**src/rtl/rgba_to_terminal_palette_macros.svh**
```systemverilog
// Assertion macros for the RGBA to terminal palette block.
// Expects clk and rst_n in scope where used; empty bodies under SYNTHESIS.
`ifndef RGBA_TO_TERMINAL_PALETTE_MACROS_SVH
`define RGBA_TO_TERMINAL_PALETTE_MACROS_SVH

`ifndef SYNTHESIS

`define RTTP_ASSERT_IMP(lbl, ante, cons) \
    lbl: assert property (@(posedge clk) disable iff (!rst_n) (ante) |-> (cons)) \
        else $error("rttp: same-cycle check failed");

`define RTTP_ASSERT_NEXT(lbl, ante, cons) \
    lbl: assert property (@(posedge clk) disable iff (!rst_n) (ante) |=> (cons)) \
        else $error("rttp: next-cycle check failed");

`else

`define RTTP_ASSERT_IMP(lbl, ante, cons)

`define RTTP_ASSERT_NEXT(lbl, ante, cons)

`endif

`endif

```
**src/rtl/rttp_pkg.sv**
```systemverilog
// Shared types, constants and helper functions for the terminal palette block.
// No dependencies.
package rttp_pkg;

    typedef enum logic [2:0] {
        MODE_MONO    = 3'd0,
        MODE_EIGHT   = 3'd1,
        MODE_SIXTEEN = 3'd2,
        MODE_256     = 3'd3,
        MODE_TRUE    = 3'd4
    } mode_t;

    localparam logic [7:0] RAMP_BASE   = 8'd232;
    localparam int         RAMP_OFS    = 3;
    localparam int         RAMP_STEP   = 10;
    localparam int         RAMP_MAX    = 23;
    localparam logic [7:0] CUBE_BASE   = 8'd16;
    localparam logic [7:0] CUBE_R_MUL  = 8'd36;
    localparam logic [7:0] CUBE_G_MUL  = 8'd6;
    localparam logic [7:0] CUBE_T1     = 8'd48;
    localparam logic [7:0] CUBE_T2     = 8'd115;
    localparam logic [7:0] CUBE_T3     = 8'd155;
    localparam logic [7:0] CUBE_T4     = 8'd195;
    localparam logic [7:0] CUBE_T5     = 8'd235;
    localparam logic [7:0] GRAY_NEAR   = 8'd8;
    localparam logic [7:0] HALF_LEVEL  = 8'd128;
    localparam logic [9:0] SUM_BRIGHT  = 10'd384;
    localparam logic [7:0] ALPHA_FULL  = 8'd255;
    localparam logic [3:0] BRIGHT_ADD  = 4'd8;

    typedef struct packed {
        logic [2:0] lvl_r;
        logic [2:0] lvl_g;
        logic [2:0] lvl_b;
        logic [4:0] ramp;
        logic       near_gray;
        logic [2:0] base;
        logic       bright;
        logic       alpha_hi;
    } feat_t;

    function automatic logic [2:0] cube_level(input logic [7:0] v);
        logic [2:0] lvl;
        if (v < CUBE_T1)      lvl = 3'd0;
        else if (v < CUBE_T2) lvl = 3'd1;
        else if (v < CUBE_T3) lvl = 3'd2;
        else if (v < CUBE_T4) lvl = 3'd3;
        else if (v < CUBE_T5) lvl = 3'd4;
        else                  lvl = 3'd5;
        return lvl;
    endfunction

    // (v - 3) / 10 clamped to 23, as a count of independent threshold compares
    function automatic logic [4:0] ramp_step(input logic [7:0] v);
        logic [4:0] cnt;
        cnt = 5'd0;
        for (int k = 1; k <= RAMP_MAX; k++) begin
            if (v >= 8'(RAMP_OFS + RAMP_STEP * k)) cnt = cnt + 5'd1;
        end
        return cnt;
    endfunction

    function automatic logic near_pair(input logic [7:0] a, input logic [7:0] b);
        logic [7:0] d;
        d = (a > b) ? (a - b) : (b - a);
        return d < GRAY_NEAR;
    endfunction

endpackage

```
**src/rtl/rttp_pix_if.sv**
```systemverilog
// Input pixel channel: valid/ready handshake with an RGBA beat.
// No dependencies.
interface rttp_pix_if;
    logic       valid;
    logic       ready;
    logic [7:0] red_in;
    logic [7:0] green_in;
    logic [7:0] blue_in;
    logic [7:0] alpha_in;

    modport source (output valid, output red_in, output green_in, output blue_in,
                    output alpha_in, input ready);
    modport sink   (input valid, input red_in, input green_in, input blue_in,
                    input alpha_in, output ready);
endinterface

```
**src/rtl/rttp_smp_if.sv**
```systemverilog
// Output sample channel: valid/ready handshake with a terminal colour beat.
// No dependencies.
interface rttp_smp_if;
    logic       valid;
    logic       ready;
    logic [7:0] palette_index;
    logic [7:0] green_out;
    logic [7:0] blue_out;
    logic [7:0] alpha_out;
    logic       is_truecolor;

    modport source (output valid, output palette_index, output green_out,
                    output blue_out, output alpha_out, output is_truecolor, input ready);
    modport sink   (input valid, input palette_index, input green_out,
                    input blue_out, input alpha_out, input is_truecolor, output ready);
endinterface

```
**src/rtl/rttp_cfg_if.sv**
```systemverilog
// Configuration write channel: valid/ready handshake carrying the mode register.
// No dependencies.
interface rttp_cfg_if;
    logic       valid;
    logic       ready;
    logic [2:0] colour_mode;

    modport source (output valid, output colour_mode, input ready);
    modport sink   (input valid, input colour_mode, output ready);
endinterface

```
**src/rtl/rttp_feat.sv**
```systemverilog
// Per-pixel feature extraction: cube levels, gray ramp step, near-gray and
// threshold flags. Depends on rttp_pkg.
module rttp_feat (
    input  logic [7:0]      red,
    input  logic [7:0]      green,
    input  logic [7:0]      blue,
    input  logic [7:0]      alpha,
    output rttp_pkg::feat_t feat
);
    import rttp_pkg::*;

    logic [9:0] sum;

    assign sum = 10'(red) + 10'(green) + 10'(blue);

    always_comb
    begin
        feat.lvl_r     = cube_level(red);
        feat.lvl_g     = cube_level(green);
        feat.lvl_b     = cube_level(blue);
        feat.ramp      = ramp_step(red);
        feat.near_gray = near_pair(red, green) && near_pair(green, blue)
                         && near_pair(red, blue);
        feat.base      = {blue >= HALF_LEVEL, green >= HALF_LEVEL, red >= HALF_LEVEL};
        feat.bright    = sum >= SUM_BRIGHT;
        feat.alpha_hi  = alpha >= HALF_LEVEL;
    end

endmodule

```
**src/rtl/rgba_to_terminal_palette.sv**
```systemverilog
// Top level: RGBA pixel to terminal colour sample, three-stage pipeline.
// Depends on rttp_pkg, rttp_*_if, rttp_feat and the assertion macro header.
//
// Converts one RGBA pixel per clock, when the output is not stalled, into a
// terminal colour sample under the colour_mode register (0 mono, 1 eight,
// 2 sixteen, 3 256 colour, 4 truecolor; 5..7 give an all-zero sample).
// Throughput is one beat per cycle while smp.ready does not stall the output.
// An accepted beat passes three register stages (input capture, feature
// extraction, index select into the output register) before it is offered
// on smp; a low smp.ready holds it and the beats behind it. The mode is
// sampled with each beat at input accept. The config port is always ready;
// write it only while the pipeline is empty.
`include "rgba_to_terminal_palette_macros.svh"

module rgba_to_terminal_palette (
    input  logic       clk,
    input  logic       rst_n,
    rttp_cfg_if.sink   cfg,
    rttp_pix_if.sink   pix,
    rttp_smp_if.source smp
);
    import rttp_pkg::*;

    mode_t colour_mode_reg;

    logic       en1, en2, en3;

    logic       v1_reg;
    logic [7:0] r1_reg, g1_reg, b1_reg, a1_reg;
    mode_t      m1_reg;

    feat_t      feat1;
    logic       v2_reg;
    feat_t      f2_reg;
    logic [7:0] r2_reg, g2_reg, b2_reg, a2_reg;
    mode_t      m2_reg;

    logic       v3_reg;
    logic [7:0] idx3_reg, g3_reg, b3_reg, a3_reg;
    logic       tc3_reg;

    logic [7:0] idx3_next, g3_next, b3_next, a3_next;
    logic       tc3_next;
    logic [7:0] cube_idx, ramp_idx, abin;

    assign cfg.ready = 1'b1;

    always_ff @(posedge clk or negedge rst_n)
    begin
        if (!rst_n)
            colour_mode_reg <= MODE_256;
        else if (cfg.valid)
            colour_mode_reg <= mode_t'(cfg.colour_mode);
    end

    assign en3       = !v3_reg || smp.ready;
    assign en2       = !v2_reg || en3;
    assign en1       = !v1_reg || en2;
    assign pix.ready = en1;

    always_ff @(posedge clk or negedge rst_n)
    begin
        if (!rst_n)
        begin
            v1_reg <= 1'b0;
            v2_reg <= 1'b0;
            v3_reg <= 1'b0;
        end
        else
        begin
            if (en1) v1_reg <= pix.valid;
            if (en2) v2_reg <= v1_reg;
            if (en3) v3_reg <= v2_reg;
        end
    end

    // stage 1: capture
    always_ff @(posedge clk)
    begin
        if (en1)
        begin
            r1_reg <= pix.red_in;
            g1_reg <= pix.green_in;
            b1_reg <= pix.blue_in;
            a1_reg <= pix.alpha_in;
            m1_reg <= colour_mode_reg;
        end
    end

    rttp_feat u_feat (
        .red   (r1_reg),
        .green (g1_reg),
        .blue  (b1_reg),
        .alpha (a1_reg),
        .feat  (feat1)
    );

    // stage 2: features
    always_ff @(posedge clk)
    begin
        if (en2)
        begin
            f2_reg <= feat1;
            r2_reg <= r1_reg;
            g2_reg <= g1_reg;
            b2_reg <= b1_reg;
            a2_reg <= a1_reg;
            m2_reg <= m1_reg;
        end
    end

    // stage 3: index select
    assign cube_idx = CUBE_BASE + 8'(f2_reg.lvl_r) * CUBE_R_MUL
                      + 8'(f2_reg.lvl_g) * CUBE_G_MUL + 8'(f2_reg.lvl_b);
    assign ramp_idx = RAMP_BASE + 8'(f2_reg.ramp);
    assign abin     = f2_reg.alpha_hi ? ALPHA_FULL : 8'd0;

    always_comb
    begin
        idx3_next = 8'd0;
        g3_next   = 8'd0;
        b3_next   = 8'd0;
        a3_next   = 8'd0;
        tc3_next  = 1'b0;
        unique case (m2_reg)
            MODE_MONO:
            begin
                idx3_next = ramp_idx;
                a3_next   = abin;
            end
            MODE_EIGHT:
            begin
                idx3_next = 8'(f2_reg.base);
                a3_next   = abin;
            end
            MODE_SIXTEEN:
            begin
                idx3_next = 8'(f2_reg.base) + (f2_reg.bright ? 8'(BRIGHT_ADD) : 8'd0);
                a3_next   = abin;
            end
            MODE_256:
            begin
                idx3_next = f2_reg.near_gray ? ramp_idx : cube_idx;
                a3_next   = abin;
            end
            MODE_TRUE:
            begin
                idx3_next = r2_reg;
                g3_next   = g2_reg;
                b3_next   = b2_reg;
                a3_next   = a2_reg;
                tc3_next  = 1'b1;
            end
            default:
            begin
                idx3_next = 8'd0;
            end
        endcase
    end

    always_ff @(posedge clk)
    begin
        if (en3)
        begin
            idx3_reg <= idx3_next;
            g3_reg   <= g3_next;
            b3_reg   <= b3_next;
            a3_reg   <= a3_next;
            tc3_reg  <= tc3_next;
        end
    end

    assign smp.valid         = v3_reg;
    assign smp.palette_index = idx3_reg;
    assign smp.green_out     = g3_reg;
    assign smp.blue_out      = b3_reg;
    assign smp.alpha_out     = a3_reg;
    assign smp.is_truecolor  = tc3_reg;

    `RTTP_ASSERT_NEXT(a_accept_fills_s1, pix.valid && pix.ready, v1_reg)
    `RTTP_ASSERT_NEXT(a_s1_moves_to_s2, v1_reg && en2, v2_reg)
    `RTTP_ASSERT_IMP(a_palette_rgb_zero, smp.valid && !smp.is_truecolor, smp.green_out == 8'd0 && smp.blue_out == 8'd0)
    `RTTP_ASSERT_IMP(a_palette_alpha_bin, smp.valid && !smp.is_truecolor, smp.alpha_out == 8'd0 || smp.alpha_out == ALPHA_FULL)

endmodule

```
**src/flat_wrapper.sv**
```systemverilog
// flat-port wrapper written by rule: the top's interface ports become plain ports
module rgba_to_terminal_palette_flat import rttp_pkg::*;
  (clk, rst_n, cfg_valid, cfg_colour_mode, cfg_ready, pix_valid, pix_red_in, pix_green_in, pix_blue_in, pix_alpha_in, pix_ready, smp_valid, smp_palette_index, smp_green_out, smp_blue_out, smp_alpha_out, smp_is_truecolor, smp_ready);
  rttp_cfg_if cfg_i ();
  rttp_pix_if pix_i ();
  rttp_smp_if smp_i ();
  input  logic clk;
  input  logic rst_n;
  input wire logic [$bits(cfg_i.valid)-1:0] cfg_valid;
  input wire logic [$bits(cfg_i.colour_mode)-1:0] cfg_colour_mode;
  output wire logic [$bits(cfg_i.ready)-1:0] cfg_ready;
  input wire logic [$bits(pix_i.valid)-1:0] pix_valid;
  input wire logic [$bits(pix_i.red_in)-1:0] pix_red_in;
  input wire logic [$bits(pix_i.green_in)-1:0] pix_green_in;
  input wire logic [$bits(pix_i.blue_in)-1:0] pix_blue_in;
  input wire logic [$bits(pix_i.alpha_in)-1:0] pix_alpha_in;
  output wire logic [$bits(pix_i.ready)-1:0] pix_ready;
  output wire logic [$bits(smp_i.valid)-1:0] smp_valid;
  output wire logic [$bits(smp_i.palette_index)-1:0] smp_palette_index;
  output wire logic [$bits(smp_i.green_out)-1:0] smp_green_out;
  output wire logic [$bits(smp_i.blue_out)-1:0] smp_blue_out;
  output wire logic [$bits(smp_i.alpha_out)-1:0] smp_alpha_out;
  output wire logic [$bits(smp_i.is_truecolor)-1:0] smp_is_truecolor;
  input wire logic [$bits(smp_i.ready)-1:0] smp_ready;
  assign cfg_i.valid = cfg_valid;
  assign cfg_i.colour_mode = cfg_colour_mode;
  assign cfg_ready = cfg_i.ready;
  assign pix_i.valid = pix_valid;
  assign pix_i.red_in = pix_red_in;
  assign pix_i.green_in = pix_green_in;
  assign pix_i.blue_in = pix_blue_in;
  assign pix_i.alpha_in = pix_alpha_in;
  assign pix_ready = pix_i.ready;
  assign smp_valid = smp_i.valid;
  assign smp_palette_index = smp_i.palette_index;
  assign smp_green_out = smp_i.green_out;
  assign smp_blue_out = smp_i.blue_out;
  assign smp_alpha_out = smp_i.alpha_out;
  assign smp_is_truecolor = smp_i.is_truecolor;
  assign smp_i.ready = smp_ready;
  rgba_to_terminal_palette u_core (.clk(clk), .rst_n(rst_n), .cfg(cfg_i), .pix(pix_i), .smp(smp_i));
endmodule
```
**config.mk**
```make
export PLATFORM = sky130hd
export DESIGN_NAME = rgba_to_terminal_palette_flat
export DESIGN_NICKNAME = d
export VERILOG_FILES = /design/src/rtl/rttp_pkg.sv /design/src/rtl/rttp_pix_if.sv /design/src/rtl/rttp_smp_if.sv /design/src/rtl/rttp_cfg_if.sv /design/src/rtl/rttp_feat.sv /design/src/rtl/rgba_to_terminal_palette.sv /design/src/flat_wrapper.sv
export VERILOG_INCLUDE_DIRS = /design/src /design/src/rtl
export SDC_FILE = /design/constraint.sdc
export NUM_CORES = 1
export LEC_CHECK = 0
export BUFFER_PORTS_ARGS = -buffer_cell sky130_fd_sc_hd__buf_2
export CAP_MARGIN = 20
export CORE_UTILIZATION = 67
export DETAILED_ROUTE_END_ITERATION = 10
export PLACE_DENSITY = 0.92
export SETUP_SLACK_MARGIN = 0.2
export SLEW_MARGIN = 10
export SYNTH_ARGS = -nofsm -noshare
export SYNTH_HDL_FRONTEND = slang
export SYNTH_HIERARCHICAL = 1
export SYNTH_SLANG_ARGS = --single-unit
```
**constraint.sdc**
```tcl
create_clock -name clk -period 38.3 [get_ports clk]
set_input_delay 7.66 -clock clk [delete_from_list [all_inputs] [get_ports clk]]
set_output_delay 7.66 -clock clk [all_outputs]
set_load 0.005 [all_outputs]
```
# After elaboration in Yosys (flattened, before gate mapping)
# Cells that the tools add are included.
totals:
  ff_bits: 129
  inputBits: 40
  word_cells: 183
  output_inout_bits: 36
classes:
  n_reduce_logical: 16
  n_mul: 2
  n_eq_ne: 4
  n_lt_le_gt_ge: 49
  mux: 44
  n_addsub: 35
ops:
  columns: ["op", "n"]
  rows:
  - ["greater-or-equal comparator 8 bit (second input constant)", 15]
  - ["adder 5 x 1 -> 5 bit (second input constant)", 22]
  - ["two-way mux 5 bit", 22]
  - ["< comparator 8 bit (second input constant)", 9]
  - ["greater-or-equal comparator 8 x 7 -> 1 bit (second input constant)", 6]
  - ["subtractor 8 bit", 6]
  - ["two-way mux 8 bit", 5]
  - ["one-hot mux 8 bit (5 select lines)", 1]
  - ["greater-or-equal comparator 8 x 6 -> 1 bit (second input constant)", 4]
  - ["greater-than comparator 8 bit", 3]
  - ["< comparator 8 x 4 -> 1 bit (second input constant)", 3]
  - ["< comparator 8 x 6 -> 1 bit (second input constant)", 3]
  - ["< comparator 8 x 7 -> 1 bit (second input constant)", 3]
  - ["one-hot mux 8 bit (2 select lines)", 1]
  - ["OR reduction 4 bit", 4]
  - ["two-way mux 2 bit", 6]
  - ["adder 10 x 8 -> 10 bit", 1]
  - ["greater-or-equal comparator 10 x 9 -> 1 bit (second input constant)", 1]
  - ["adder 8 x 8 -> 9 bit", 1]
  - ["adder 3 x 8 -> 8 bit", 1]
  - ["adder 5 x 8 -> 8 bit (first input constant)", 1]
  - ["adder 8 x 3 -> 8 bit", 1]
  - ["adder 8 x 6 -> 8 bit", 1]
  - ["greater-or-equal comparator 8 x 4 -> 1 bit (second input constant)", 1]
  - ["other kinds (14)", 29]

# Depth between registers and ports, before layout
logic_depth:
  word_depth: 46
  mapped_depth: 71
  mapped_depth_nobuf: 67

# Hierarchy
# The synthesis kept the hierarchy.
by_module_without_submodules:
  columns: ["module", "n_inst", "area_per_inst_um2", "cells_each", "seq_area_each_um2"]
  rows:
  - ["rttp_feat", 1, 5512.8, 763, 0.0]
  - ["rgba_to_terminal_palette", 1, 4850.9, 267, 3846.2]

# Worst setup path before layout
# No wires, ideal clock.
synth_path:
  kind: "input-to-output"
  startpoint: "input port smp_ready"
  endpoint: "output port pix_ready"
  t_arrival_ns: 8.788
  path_slack_ns: 21.852
  required_time_ns: 30.640
  stages: 1
  n_path_buf: 0
  cell_sequence: "nand4b_1"
synth_between:
  elab_chain_cells: 3
synth_rtl:
  columns: ["item", "line_no", "text"]
  rows:
  - ["start: declaration", "flat_wrapper.sv:24", "input wire logic [$bits(smp_i.ready)-1:0] smp_ready;"]
  - ["logical OR 1 bit", "rgba_to_terminal_palette.sv:56", "assign en3 = !v3_reg || smp.ready;"]
  - ["logical OR 1 bit", "rgba_to_terminal_palette.sv:57", "assign en2 = !v2_reg || en3;"]
  - ["logical OR 1 bit", "rgba_to_terminal_palette.sv:58", "assign en1 = !v1_reg || en2;"]
  - ["end: declaration", "flat_wrapper.sv:17", "output wire logic [$bits(pix_i.ready)-1:0] pix_ready;"]
# No other way between the ends.

# Worst setup path after layout
# Ends and elaborated chain as after synthesis.

==> summary.md <==
| Metric | Value |
|---|---|
| Status | completed |
| GRT overflow | 0 |
| Synth area leaders | edfxtp_1 36%, ha_1 11%, xnor2_1 4.5% |
| # clock sinks | 129 |
| Final WL | 25.4 mm |
| Worst slew margin | 28.0% |
| Dpl ws | 22380 ps |
| Setup crit start kind | input port |
| EDFF count, synth | 123 |
| Critical Path Max Stage Delay | 270 ps |
| Synth Area per Inst | 10.1 µm² |
| Detailed placement HPWL | 17.2 mm |
| Max VDD drop | 0.0411 mV |
| Maximum achievable frequency | 0.0629 GHz |
| Fraction of layout cells with a size suffix above 1 | 15.8% |
| Synth top area share | 35.6% |
| Starting Density | 68.4% |
| Wire per inst | 19.7 µm |
| Register area share after synthesis | 37.1% |
| Data required, critical path | 30640 ps |
| Max Root-Sink Buffers | 2 |
| Vias in the first global route | 8225 |
| DRT iter0 DRCs | 1148 |
| Area Overhead vs Synth | 10.2% |
| TritonRoute pass-1 iters | 7 |
| Chip height | 126 µm |
| Final worst setup slack | 22400 ps |
| Core Area | 15100 µm² |
| CTS buffer count | 17 |
| Yosys warns | 6 |
| Crit end category | output port |
| # diodes | 0 |
| Hold_buf cts | 0 |
| Post-CTS resize count | 0 |
| Drt drc | 0 |
| Seq cells post-synth | 129 |
| Register area | 3850 µm² |
| Die Area | 16000 µm² |
| Worst Path Buf+Inv | 2 |
| Final worst-path cycle share | 41.5% |
| Largest net degree at the start of global routing | 57 |
| Tmin final | 15900 ps |
| Synthesized cell area | 10400 µm² |
| RSZ-0062 raised after global routing | no |
| Antenna viol nets, final | 0 |
| Cells after Synth | 1030 |
| Htree depth | 4 |
| Initial antenna violation count | 0 |
| Cell variety after synth | 88 |
| Primary FF master, synth | edfxtp_1 |
| Crit Path Class | in -> out |
| First-pass GRT wire length | 40.6 mm |
| I/O Pins | 76 |
| Min-delay worst type | reg -> reg |
| Async SR Flop Fraction | 4.65% |
| Skew final | 9.87 ps |
| All-layer global routing usage | 32.5% |
| Setup TNS | 0 ps |
| Core Util, Final | 75.4% |
| Placement Rows | 45 |
| Commonest non-fill, non-tap cell in the layout | edfxtp_1 |
| Slew Viols, Final | 0 |
| Filler cells | 908 |
| Pleak | 4.84 nW |
| Commonest cells after routing, fill and taps aside | 123 x edfxtp_1, 87 x ha_1, 74 x buf_2, 74 x nand2_1, 73 x a21oi_1 |
| Setup Buffers After CTS | 0 |
| Slowest-stage cell, CP | nand4b_1 |
| Die width | 126 µm |
| Multi-input gate area | 6110 µm² |
| Max cap viols | 0 |
| Final GP Congestion | 0.936 |
| Final setup violation count | 0 |
| Final hold viol count | 0 |
| Max reg flops | 20 |
| Worst-path fanout max | 3 |
| Root Driver | clkbuf_16 |
| Worst Path Arrival | 8240 ps |
| DR vias/cell | 6.64 |
| PwrDens | 73.1 nW/µm² |
| Critical path's top delay family | buffers and inverters |
| Layout net count | 1230 |
| Syn nets | 1169 |
| Worst-skew pair later-pin latency | 420 ps |
| Clk pin slew, worst setup/hold paths | 60 ps |
| CP cell instances | buf_2, nand4b_1, buf_2 |
| IO Port Bufs | 74 |
| CTS tree | done |
| Via Count | 8582 |
| Cell mode on critical path | buf_2 |
| Area leader, netlist | edfxtp_1 |
| Worst Tran Pin Value | 1080 ps |
==> per-stage QoR <==
step	power, mW	std cells	hold WS (ps)	cell area [µm²]
3_3_place_gp	0.648	1260	401	10800
5_1_grt	0.884	1292	425	11400
3_5_place_dp	0.665	1260	406	10800
4_1_cts	0.831	1292	421	11400
6_report	0.835	1292	421	11400
2_1_floorplan	0.582	1030	400	10400
==> Yosys cell counts, drive strengths merged, types with 20 or more instances <==
library cell  count
o21ai            57
nor2             57
nor2b            21
nand3            25
mux2i            33
nand2            76
inv              56
xor2             22
buf              20
nor3             23
a21o             26
ha               87
and3             21
xnor2            63
clkbuf           22
a21oi            73
edfxtp          123
==> power breakdown <==
part           total (mW)  switching (mW)  internal, mW
Clock               0.158          0.0663        0.0913
Sequential          0.200          0.0166         0.184
Combinational       0.477           0.265         0.211
==> cells by family (layout without fill, tap and decap cells) <==
logic type,Yosys count,count (layout),synth area share [%]
AND/OR/NAND/NOR,300,300,15.4
adder cells (fa/ha/maj),99,99,12.8
buffers and inverters,99,173,3.95
other,1,1,0.0362
multiplexers,47,47,4.71
flip-flops,129,129,37.1
AO/OA/AOI/OAI,267,267,17.2
XOR/XNOR,88,88,8.86
==> routing by layer <==
metal / up-vias / track usage (%) / routed length, µm
li1: 3939 / - / -
met1: 4042 / 38.8 / 9620
met2: 503 / 56.8 / 12800
met3: 98 / 6.24 / 2030
met4: 0 / 15.1 / 1010
met5: - / 0 / 0
==> worst register-to-register path: cells and delay by family, from the launching register on <==
kind | cells | cell delay [ps]
AOI/OAI and AO/OA | 18 | 3520
adders and majority gates | 11 | 3430
and+or+nand+nor | 12 | 1720
muxes | 8 | 1660
xor gates and xnor gates | 9 | 1390
DFF | 1 | 860
buffers and inverters | 4 | 380
==> path summary, 6_finish.rpt <==
check / from / end / slack (ps) / cells past startpoint
min: u_core/a1_reg[3] / u_core/a2_reg[3] / 420 / 0
max: smp_ready / pix_ready / 22400 / 3
min reg2reg: u_core/a1_reg[3] / u_core/a2_reg[3] / 420 / 0
max in group asynchronous: rst_n / u_core/colour_mode_reg[0] / 31030 / 1
max reg2reg: u_core/r1_reg[1] / u_core/f2_reg[10] / 25060 / 62
min in group asynchronous: rst_n / u_core/v2_reg / 7050 / 1
==> area by class of cell <==
class | count | share of cell area, %
repair buffers | 84 | 3.90
clock buffers | 18 | 3.76
flip-flops and latches | 129 | 33.7
inverters | 57 | 1.87
multi-input cells | 802 | 53.5
well taps | 188 | 2.06
clock inverters | 14 | 1.24
(Power assumes the default switching activity.)
